## src/hw/rtl/plt_pkg.sv

```systemverilog
// Shared types, constants and helpers for the piecewise linear lookup unit.
`timescale 1ns / 1ps

package plt_pkg;

  localparam int MAX_POINTS = 16;
  localparam int IDX_W      = $clog2(MAX_POINTS);
  localparam int COUNT_W    = $clog2(MAX_POINTS + 1);
  localparam int X_W        = 16;
  localparam int Y_W        = 16;
  localparam int PROD_W     = 2 * X_W;
  localparam int DIV_STEPS  = X_W;
  localparam int DIV_CNT_W  = $clog2(DIV_STEPS);

  localparam int IN_DATA_W  = 56;
  localparam int OUT_DATA_W = 16;
  localparam int CFG_ADDR_W = 3;
  localparam int CFG_DATA_W = 32;

  localparam logic [COUNT_W-1:0] POINT_COUNT_RST = COUNT_W'(2);

  // Item kinds carried on in_tuser
  localparam logic OP_WRITE  = 1'b0;
  localparam logic OP_LOOKUP = 1'b1;

  // Register indexes
  localparam logic REG_POINT_COUNT = 1'b0;

  typedef struct packed {
    logic [X_W-1:0]        x;
    logic signed [Y_W-1:0] y;
  } bp_entry_t;

  typedef struct packed {
    logic              start;
    logic [PROD_W-1:0] dividend;
    logic [X_W-1:0]    divisor;
  } div_req_t;

  typedef struct packed {
    logic           busy;
    logic           done;
    logic [X_W-1:0] quotient;
  } div_rsp_t;

  typedef enum logic [3:0] {
    ST_IDLE,
    ST_CHK_LAST,
    ST_CHK_FIRST,
    ST_SEARCH,
    ST_PREP,
    ST_MUL,
    ST_DIV_GO,
    ST_DIV_WAIT,
    ST_DONE
  } plt_state_t;

  // Clamp the programmed count to 2..MAX_POINTS and return the top index.
  function automatic logic [IDX_W-1:0] last_index(input logic [COUNT_W-1:0] count);
    logic [COUNT_W-1:0] n;
    n = count;
    if (n < COUNT_W'(2)) begin
      n = COUNT_W'(2);
    end
    if (n > COUNT_W'(MAX_POINTS)) begin
      n = COUNT_W'(MAX_POINTS);
    end
    return IDX_W'(n - COUNT_W'(1));
  endfunction

endpackage

```

## src/hw/rtl/plt_table.sv

```systemverilog
// Breakpoint table memory: one write port, one registered read port.
`timescale 1ns / 1ps

module plt_table (
  input  logic                    clk,
  input  logic                    wr_en,
  input  logic [plt_pkg::IDX_W-1:0] wr_addr,
  input  plt_pkg::bp_entry_t      wr_data,
  input  logic [plt_pkg::IDX_W-1:0] rd_addr,
  output plt_pkg::bp_entry_t      rd_data
);
  import plt_pkg::*;

  bp_entry_t mem [MAX_POINTS];
  bp_entry_t rd_data_r;

  always_ff @(posedge clk) begin
    if (wr_en) begin
      mem[wr_addr] <= wr_data;
    end
  end

  always_ff @(posedge clk) begin
    rd_data_r <= mem[rd_addr];
  end

  assign rd_data = rd_data_r;

endmodule

```

## src/hw/rtl/plt_div.sv

```systemverilog
// Restoring divider, one quotient bit per cycle through a shared subtractor.
`timescale 1ns / 1ps

module plt_div (
  input  logic              clk,
  input  logic              rst_n,
  input  plt_pkg::div_req_t req,
  output plt_pkg::div_rsp_t rsp
);
  import plt_pkg::*;

  logic [X_W-1:0]       rem_r;
  logic [X_W-1:0]       quo_r;
  logic [X_W-1:0]       divisor_r;
  logic [DIV_CNT_W-1:0] cnt_r;
  logic                 busy_r;
  logic                 done_r;

  logic [X_W:0]   trial;
  logic           ge;
  logic [X_W:0]   diff;

  // Dividend high half is below the divisor, so the quotient fits in X_W bits.
  assign trial = {rem_r, quo_r[X_W-1]};
  assign diff  = trial - {1'b0, divisor_r};
  assign ge    = (trial >= {1'b0, divisor_r});

  always_ff @(posedge clk) begin
    if (!rst_n) begin
      busy_r <= 1'b0;
      done_r <= 1'b0;
    end else begin
      done_r <= 1'b0;
      if (req.start) begin
        busy_r <= 1'b1;
      end else if (busy_r && cnt_r == '0) begin
        busy_r <= 1'b0;
        done_r <= 1'b1;
      end
    end
  end

  always_ff @(posedge clk) begin
    if (req.start) begin
      rem_r     <= req.dividend[PROD_W-1:X_W];
      quo_r     <= req.dividend[X_W-1:0];
      divisor_r <= req.divisor;
      cnt_r     <= DIV_CNT_W'(DIV_STEPS - 1);
    end else if (busy_r) begin
      rem_r <= ge ? diff[X_W-1:0] : trial[X_W-1:0];
      quo_r <= {quo_r[X_W-2:0], ge};
      cnt_r <= cnt_r - DIV_CNT_W'(1);
    end
  end

  assign rsp.busy     = busy_r;
  assign rsp.done     = done_r;
  assign rsp.quotient = quo_r;

  a_no_restart: assert property (@(posedge clk) disable iff (!rst_n)
    req.start |-> !busy_r)
    else $error("divider started while busy");

  a_finish: assert property (@(posedge clk) disable iff (!rst_n)
    (busy_r && cnt_r == '0 && !req.start) |=> (done_r && !busy_r))
    else $error("divider did not finish after last step");

endmodule

```

## src/hw/rtl/piecewise_linear_table_lookup_unit.sv

```systemverilog
// Top level of the piecewise linear table lookup unit.
`timescale 1ns / 1ps

// Piecewise linear lookup over a table of up to 16 breakpoints (ascending
// unsigned 16-bit x, signed 16-bit y). An input transfer with tuser = 0 writes
// one breakpoint and returns nothing; tuser = 1 converts lookup_value to a y
// and returns one result transfer. Inputs at or above the last x or at or
// below the first x return that end's y; anything between is interpolated
// toward the next breakpoint, with the step |dy|*dx/span truncated. The
// block handles one item at a time. A lookup clamped at the upper end reads
// only the last entry, one clamped at the lower end also reads entry 0, and
// an interpolated lookup also walks the table downward in a search and then
// divides. The length of an interpolated lookup is set by the single read
// port of the table, read once a cycle during the search, and by the
// 16-step restoring divider. A finished result sits in the output
// register while the next item is accepted. The point_count register (byte
// address 0, clamped to 2..16 in use) may only be written while the block is
// idle; every entry that a lookup reaches must have been written first.

module piecewise_linear_table_lookup_unit (
  input  logic                             clk,
  input  logic                             rst_n,
  // in_tdata: entry_index[3:0], point_x[19:4], point_y[35:20],
  // lookup_value[51:36], zero fill[55:52]
  input  logic                             in_tvalid,
  output logic                             in_tready,
  input  logic [plt_pkg::IN_DATA_W-1:0]    in_tdata,
  // in_tuser: opcode[0]
  input  logic                             in_tuser,
  output logic                             out_tvalid,
  input  logic                             out_tready,
  // out_tdata: result_value[15:0]
  output logic [plt_pkg::OUT_DATA_W-1:0]   out_tdata,
  input  logic                             cfg_psel,
  input  logic                             cfg_penable,
  input  logic                             cfg_pwrite,
  input  logic [plt_pkg::CFG_ADDR_W-1:0]   cfg_paddr,
  input  logic [plt_pkg::CFG_DATA_W-1:0]   cfg_pwdata,
  output logic [plt_pkg::CFG_DATA_W-1:0]   cfg_prdata,
  output logic                             cfg_pready
);
  import plt_pkg::*;

  // Unpack the input transfer
  logic [IDX_W-1:0] in_entry_index;
  bp_entry_t        in_point;
  logic [X_W-1:0]   in_lookup_value;

  assign in_entry_index  = in_tdata[3:0];
  assign in_point.x      = in_tdata[19:4];
  assign in_point.y      = in_tdata[35:20];
  assign in_lookup_value = in_tdata[51:36];

  // Configuration register
  logic [COUNT_W-1:0] point_count_r;
  logic               cfg_wr;

  assign cfg_pready = 1'b1;
  assign cfg_wr     = cfg_psel && cfg_penable && cfg_pwrite && cfg_pready;

  always_ff @(posedge clk) begin
    if (!rst_n) begin
      point_count_r <= POINT_COUNT_RST;
    end else if (cfg_wr && cfg_paddr[2] == REG_POINT_COUNT) begin
      point_count_r <= cfg_pwdata[COUNT_W-1:0];
    end
  end

  always_comb begin
    cfg_prdata = '0;
    if (cfg_paddr[2] == REG_POINT_COUNT) begin
      cfg_prdata = CFG_DATA_W'(point_count_r);
    end
  end

  logic [IDX_W-1:0] last_idx;
  assign last_idx = last_index(point_count_r);

  // Sequencer and datapath registers
  plt_state_t            state_r, state_nxt;
  logic [X_W-1:0]        val_r;
  bp_entry_t             hi_r;
  bp_entry_t             lo_r;
  logic [IDX_W-1:0]      idx_r;
  logic [X_W-1:0]        din_r;
  logic [X_W-1:0]        dbp_r;
  logic [X_W-1:0]        mag_r;
  logic                  neg_r;
  logic [PROD_W-1:0]     prod_r;
  logic signed [Y_W-1:0] res_r;
  logic                  out_valid_r;
  logic [Y_W-1:0]        out_data_r;

  logic             in_xfer;
  logic             out_free;
  logic             tbl_wr;
  logic [IDX_W-1:0] rd_addr;
  bp_entry_t        rd_entry;
  div_req_t         div_req;
  div_rsp_t         div_rsp;
  logic             search_more;
  logic [Y_W:0]     dy;

  assign in_xfer  = in_tvalid && in_tready;
  assign out_free = !out_valid_r || out_tready;
  assign tbl_wr   = in_xfer && in_tuser == OP_WRITE;

  // Keep walking down while above entry 0 and the input is not above this x
  assign search_more = (idx_r != '0) && (val_r <= rd_entry.x);

  plt_table u_table (
    .clk     (clk),
    .wr_en   (tbl_wr),
    .wr_addr (in_entry_index),
    .wr_data (in_point),
    .rd_addr (rd_addr),
    .rd_data (rd_entry)
  );

  plt_div u_div (
    .clk   (clk),
    .rst_n (rst_n),
    .req   (div_req),
    .rsp   (div_rsp)
  );

  // Next state
  always_comb begin
    state_nxt = state_r;
    case (state_r)
      ST_IDLE: begin
        if (in_xfer && in_tuser == OP_LOOKUP) begin
          state_nxt = ST_CHK_LAST;
        end
      end
      ST_CHK_LAST: begin
        state_nxt = (val_r >= rd_entry.x) ? ST_DONE : ST_CHK_FIRST;
      end
      ST_CHK_FIRST: begin
        state_nxt = (val_r <= rd_entry.x) ? ST_DONE : ST_SEARCH;
      end
      ST_SEARCH: begin
        if (!search_more) begin
          state_nxt = ST_PREP;
        end
      end
      ST_PREP:     state_nxt = ST_MUL;
      ST_MUL:      state_nxt = ST_DIV_GO;
      ST_DIV_GO:   state_nxt = ST_DIV_WAIT;
      ST_DIV_WAIT: begin
        if (div_rsp.done) begin
          state_nxt = ST_DONE;
        end
      end
      ST_DONE: begin
        if (out_free) begin
          state_nxt = ST_IDLE;
        end
      end
      default:     state_nxt = ST_IDLE;
    endcase
  end

  // Sequencer outputs: handshake, table read address, divider start
  always_comb begin
    in_tready = 1'b0;
    rd_addr   = last_idx;
    div_req   = '{start: 1'b0, dividend: prod_r, divisor: dbp_r};
    case (state_r)
      ST_IDLE: begin
        in_tready = 1'b1;
        rd_addr   = last_idx;
      end
      ST_CHK_LAST:  rd_addr = '0;
      ST_CHK_FIRST: rd_addr = last_idx - IDX_W'(1);
      ST_SEARCH:    rd_addr = idx_r - IDX_W'(1);
      ST_DIV_GO:    div_req.start = 1'b1;
      default: begin
        in_tready = 1'b0;
      end
    endcase
  end

  always_ff @(posedge clk) begin
    if (!rst_n) begin
      state_r <= ST_IDLE;
    end else begin
      state_r <= state_nxt;
    end
  end

  assign dy = {hi_r.y[Y_W-1], hi_r.y} - {lo_r.y[Y_W-1], lo_r.y};

  // Datapath: hold the operand entries, form dx, span, |dy| and product, then the result
  always_ff @(posedge clk) begin
    case (state_r)
      ST_IDLE: begin
        val_r <= in_lookup_value;
      end
      ST_CHK_LAST: begin
        hi_r  <= rd_entry;
        res_r <= rd_entry.y;
      end
      ST_CHK_FIRST: begin
        res_r <= rd_entry.y;
        idx_r <= last_idx - IDX_W'(1);
      end
      ST_SEARCH: begin
        if (search_more) begin
          hi_r  <= rd_entry;
          idx_r <= idx_r - IDX_W'(1);
        end else begin
          lo_r <= rd_entry;
        end
      end
      ST_PREP: begin
        din_r <= val_r - lo_r.x;
        dbp_r <= hi_r.x - lo_r.x;
        neg_r <= dy[Y_W];
        mag_r <= dy[Y_W] ? Y_W'(-dy) : dy[Y_W-1:0];
      end
      ST_MUL: begin
        prod_r <= mag_r * din_r;
      end
      ST_DIV_WAIT: begin
        if (div_rsp.done) begin
          res_r <= neg_r ? lo_r.y - $signed(div_rsp.quotient)
                         : lo_r.y + $signed(div_rsp.quotient);
        end
      end
      default: begin
        res_r <= res_r;
      end
    endcase
  end

  // Output register: load on finish, drop on transfer
  always_ff @(posedge clk) begin
    if (!rst_n) begin
      out_valid_r <= 1'b0;
    end else if (state_r == ST_DONE && out_free) begin
      out_valid_r <= 1'b1;
    end else if (out_tready) begin
      out_valid_r <= 1'b0;
    end
  end

  always_ff @(posedge clk) begin
    if (state_r == ST_DONE && out_free) begin
      out_data_r <= res_r;
    end
  end

  assign out_tvalid = out_valid_r;
  assign out_tdata  = out_data_r;

  a_span_nonzero: assert property (@(posedge clk) disable iff (!rst_n)
    state_r == ST_DIV_GO |-> dbp_r != '0)
    else $error("interpolation span is zero");

  a_quot_fits: assert property (@(posedge clk) disable iff (!rst_n)
    state_r == ST_DIV_GO |-> prod_r[PROD_W-1:X_W] < dbp_r)
    else $error("quotient would overflow the divider");

  a_load_from_done: assert property (@(posedge clk) disable iff (!rst_n)
    $rose(out_valid_r) |-> $past(state_r) == ST_DONE)
    else $error("result loaded outside the finish state");

  a_div_active: assert property (@(posedge clk) disable iff (!rst_n)
    state_r == ST_DIV_WAIT |-> (div_rsp.busy || div_rsp.done))
    else $error("divider idle while a quotient is awaited");

endmodule
```

## config.mk

```make
export PLATFORM = sky130hd
export DESIGN_NAME = piecewise_linear_table_lookup_unit
export DESIGN_NICKNAME = d
export VERILOG_FILES = /design/src/hw/rtl/plt_pkg.sv /design/src/hw/rtl/plt_table.sv /design/src/hw/rtl/plt_div.sv /design/src/hw/rtl/piecewise_linear_table_lookup_unit.sv
export SDC_FILE = /design/constraint.sdc
export NUM_CORES = 2
export LEC_CHECK = 0
export BUFFER_PORTS_ARGS = -buffer_cell sky130_fd_sc_hd__buf_2
export CELL_PAD_IN_SITES_DETAIL_PLACEMENT = 1
export CELL_PAD_IN_SITES_GLOBAL_PLACEMENT = 1
export CORE_MARGIN = 5
export CORE_UTILIZATION = 29
export DETAILED_ROUTE_END_ITERATION = 7
export PLACE_DENSITY = 0.58
export SYNTH_ARGS = -nofsm -noshare
export SYNTH_HDL_FRONTEND = slang
export SYNTH_SLANG_ARGS = --single-unit
```

## constraint.sdc

```tcl
create_clock -name clk -period 13.3 [get_ports clk]
set_input_delay 1.33 -clock clk [delete_from_list [all_inputs] [get_ports clk]]
set_output_delay 1.33 -clock clk [all_outputs]
set_load 0.005 [all_outputs]
```

==> impl_summary.md <==
Power
Power spread over the standard cell area amounts to 132 nW/um^2. The analysis attributes to net switching a power of 1780 uW. The relative contribution of combinational cells to total power is 16.5%. The largest vdd supply drop is between 100 and 150 uV. Net switching is between 20% and 30% of the power. Summed over all cells, the static leakage comes to 0.0184 uW. The internal power of the cells totals 4690 uW. The total chip power is between 6000 and 7000 uW. In this run, the clock network consumes approximately 38% of the power. The portion of total power attributed to sequential cells is 45.7%.

Clocking
The clock insertion delay at the later pin of the skew report is about 0.67 ns. The post-CTS clock slew at the launch and capture registers of the worst setup and hold paths is roughly 0.06 ns. The clock passes through at most 3 buffers. The clock tree synthesis step divided the H-tree into 3 levels. The number of gates resized after CTS is 0.

The TritonCTS sink count is 805. Post-CTS timing repair inserted 0 buffers for setup. Buffers inserted to repair hold after CTS numbered 0. The clock root buffer is clkbuf_16. TritonCTS built the clock tree.

The number of CTS-inserted buffers is 93.

Timing
Setup repair after global routing left no endpoint under its margin. The final hold violation count is 0. Setup total negative slack on the finished layout was measured at 0 ns. Based on the critical path, the design can be clocked at up to around 0.15 GHz. The portion of the clock cycle consumed by the worst path in the final layout is 51.7%. The post-route worst hold slack is ~0.42 ns. The worst-case headroom to the max-slew limit is roughly a fifth. The setup-violating endpoint count in the final report is 0. The number of pins with negative max-slew slack in the final report was 0. The post-route minimum period is 6.87 ns.

The actual transition at the worst max-transition pin is roughly 1.2 ns. On the final layout, the worst clock skew is 0.0294 ns.

Die
The die is 397 um tall. The floorplan step defined a core boundary enclosing 150000 sq um. The floorplan has 142 rows. The x dimension of the die is 397 um. The die covers 158000 sq um. The I/O pin count is 150.

The initial cell density of the core is 29.1%.

Worst setup path
The sort of element at the start of the critical path is a register. The critical path is of the register to register type. Data on the critical path arrives at its endpoint at 7.26 ns. The slack of the worst reg-to-reg path is 6.43 ns. The worst setup path is captured at a register.

For the worst setup path, the data required time is roughly 14 ns. The biggest fanout along the worst timing path is 16.

GRT
The number of antenna violations at the first check in global routing is 22. The global-route total usage across every layer is 14.2%. The largest net degree at the start of global routing is 190. The global-route wire length before repair is 174000 um. The via count of the first global-routing pass was 29004. The total overflow left after global routing is 0.

Place
Input and output buffers added on the ports amount to 88. The placed wire-length estimate is 73000 um. The global placer's final weighted congestion is 0.791. After detailed placement, the design holds a cell count of 5599.

Logic synthesis
Of the post-synthesis cell area, the part taken by muxes is less than 1%. The area share of xor/xnor cells in the synthesized design is 2.47%. The complex-gate fraction of the synthesized area is 10.4%. The count of different cell masters after synthesis is 93. The synthesized netlist devotes between 10% and 20% of its cell area to adder and majority cells. The count of synthesis-stage warnings from yosys is 0. Sequential elements use between 50% and 60% of the synthesized area.

A synthesized cell averages 12.0 sq um. The mapped netlist covers 43500 sq um. The synthesized netlist devotes 11.8% of its cell area to simple gates.

The dominant register cell in the synthesized netlist is edfxtp_1. The count of state elements after synthesis is 805. After synthesis, the share of flip-flops with an asynchronous set or reset is 0%. The number of cells produced by synthesis is between 3000 and 4000. After synthesis, the largest family of logic cells by area is adder cells. Yosys mapped a number of flops with a built-in enable equal to 757.

Min path
The tightest min-delay check is of the register to register type.

Layout
The synthesis-to-layout area growth is 12.7%. The final core area utilization is 32.8%. The number of non-filler instances in the completed layout is 5780. The layout net count is 4180. The top cell types in the final layout, fill and taps aside, are edfxtp_1 (757), nand2_1 (508), inv_1 (330). The most common cell after layout, fill and taps aside is edfxtp_1. Of the cells placed in the final design, the portion with a size suffix greater than 1 is 8.71%.

Route
The number of design-rule violations left by the first detailed-router iteration is ~1400. The pre-antenna-repair detailed-routing pass consisted of 5 iterations. The remaining number of nets flagged by the antenna check after routing is 0. The number of DRC violations after detailed routing is 0.

The final layout contains routed wiring with a total length of 114000 um. The average wire per cell in the routed design is 19.6 um. After detailed routing, the number of vias per cell comes to 4.72. The total vias in the final route is roughly 27000.

Job
Max-cap violations in this run came to 0.

Run status
The flow ran to the end, and the final reports show no timing, DRC or antenna violations.
path summary, 6_finish.rpt:
path              cells after the start      start            to
hold reg to reg                       0   res_r[1]  out_tdata[1]
setup / recovery                     20  mag_r[10]    prod_r[27]
hold / removal                        0   res_r[1]  out_tdata[1]
setup reg to reg                     20  mag_r[10]    prod_r[27]
state kept, by name (all words and copies together) (netlist names), 32 cells and up:
signal	flops
hi_r	32
u_table.mem	512
u_table.rd_data	32
lo_r	32
prod_r	32
per-layer routing:
layer	global-route usage [%]	routed length, um
met3	1.89	3550
met1	18.9	51800
met4	4.15	3010
met5	0	61
met2	24.3	55100
kinds of logic (layout without fill, tap and decap cells):
family                     count (synthesis)  after routing
AOI/OAI and AO/OA                        662            662
xor gates and xnor gates                 122            122
adders and majority gates                403            403
buffers and inverters                    521            633
DFF                                      805            805
muxes                                     26             26
other                                      2             36
and+or+nand+nor                         1077           1077
critical path, cell delays in order, from the launching register on:
cell	delay, ns
edfxtp_1	0.95
nand2_1	0.18
fa_1	0.55
fa_1	0.48
fa_1	0.55
inv_1	0.05
fa_1	0.51
fa_1	0.50
inv_1	0.06
fa_1	0.47
inv_1	0.05
ha_1	0.37
a21o_1	0.21
a21o_1	0.17
a21o_1	0.18
a22o_1	0.29
or2_1	0.29
a21o_1	0.20
a21o_1	0.21
a21oi_1	0.20
xnor2_1	0.10
cell type report:
class / count / area, sq um
multi-input cells: 2318 / 17900
diodes: 8 / 20.0
clock inverters: 58 / 457
clock buffers: 115 / 2480
inverters: 330 / 1240
fillers: 16349 / 101000
well taps: 2016 / 2520
flip-flops and latches: 805 / 23700
repair buffers: 130 / 781
synthesized netlist by cell type (43+ instances only):
cell type / n / area, sq um
edfxtp_1: 757 / 22700
nand2_1: 508 / 1910
inv_1: 330 / 1240
ha_1: 204 / 2550
fa_1: 199 / 3980
and2_1: 173 / 1080
a211oi_1: 172 / 1290
a21oi_1: 166 / 831
nor2_1: 126 / 473
clkbuf_1: 90 / 338
xnor2_1: 89 / 780
and2_0: 81 / 507
a31oi_1: 73 / 457
a311oi_1: 64 / 561
o21ai_0: 63 / 315
dfxtp_1: 48 / 961
nor3_1: 45 / 225
buf_2: 43 / 215
power by group through the flow:
stage	combinational (uW)	sequential (uW)	clock, uW
finish	1070	2960	2440
global route	1200	2970	2620
CTS	1090	2960	2520
detailed placement	1080	3010	0
global placement	1060	3010	0
floorplan	785	2980	0
through the flow:
stage,worst slack (ns),cell area [sq um]
CTS,6.34,49000
detailed placement,6.38,46100
floorplan,7.29,43600
global route,6.01,49000
global placement,6.43,46100
finish,6.43,49100
Power figures use the tool's default switching activity.
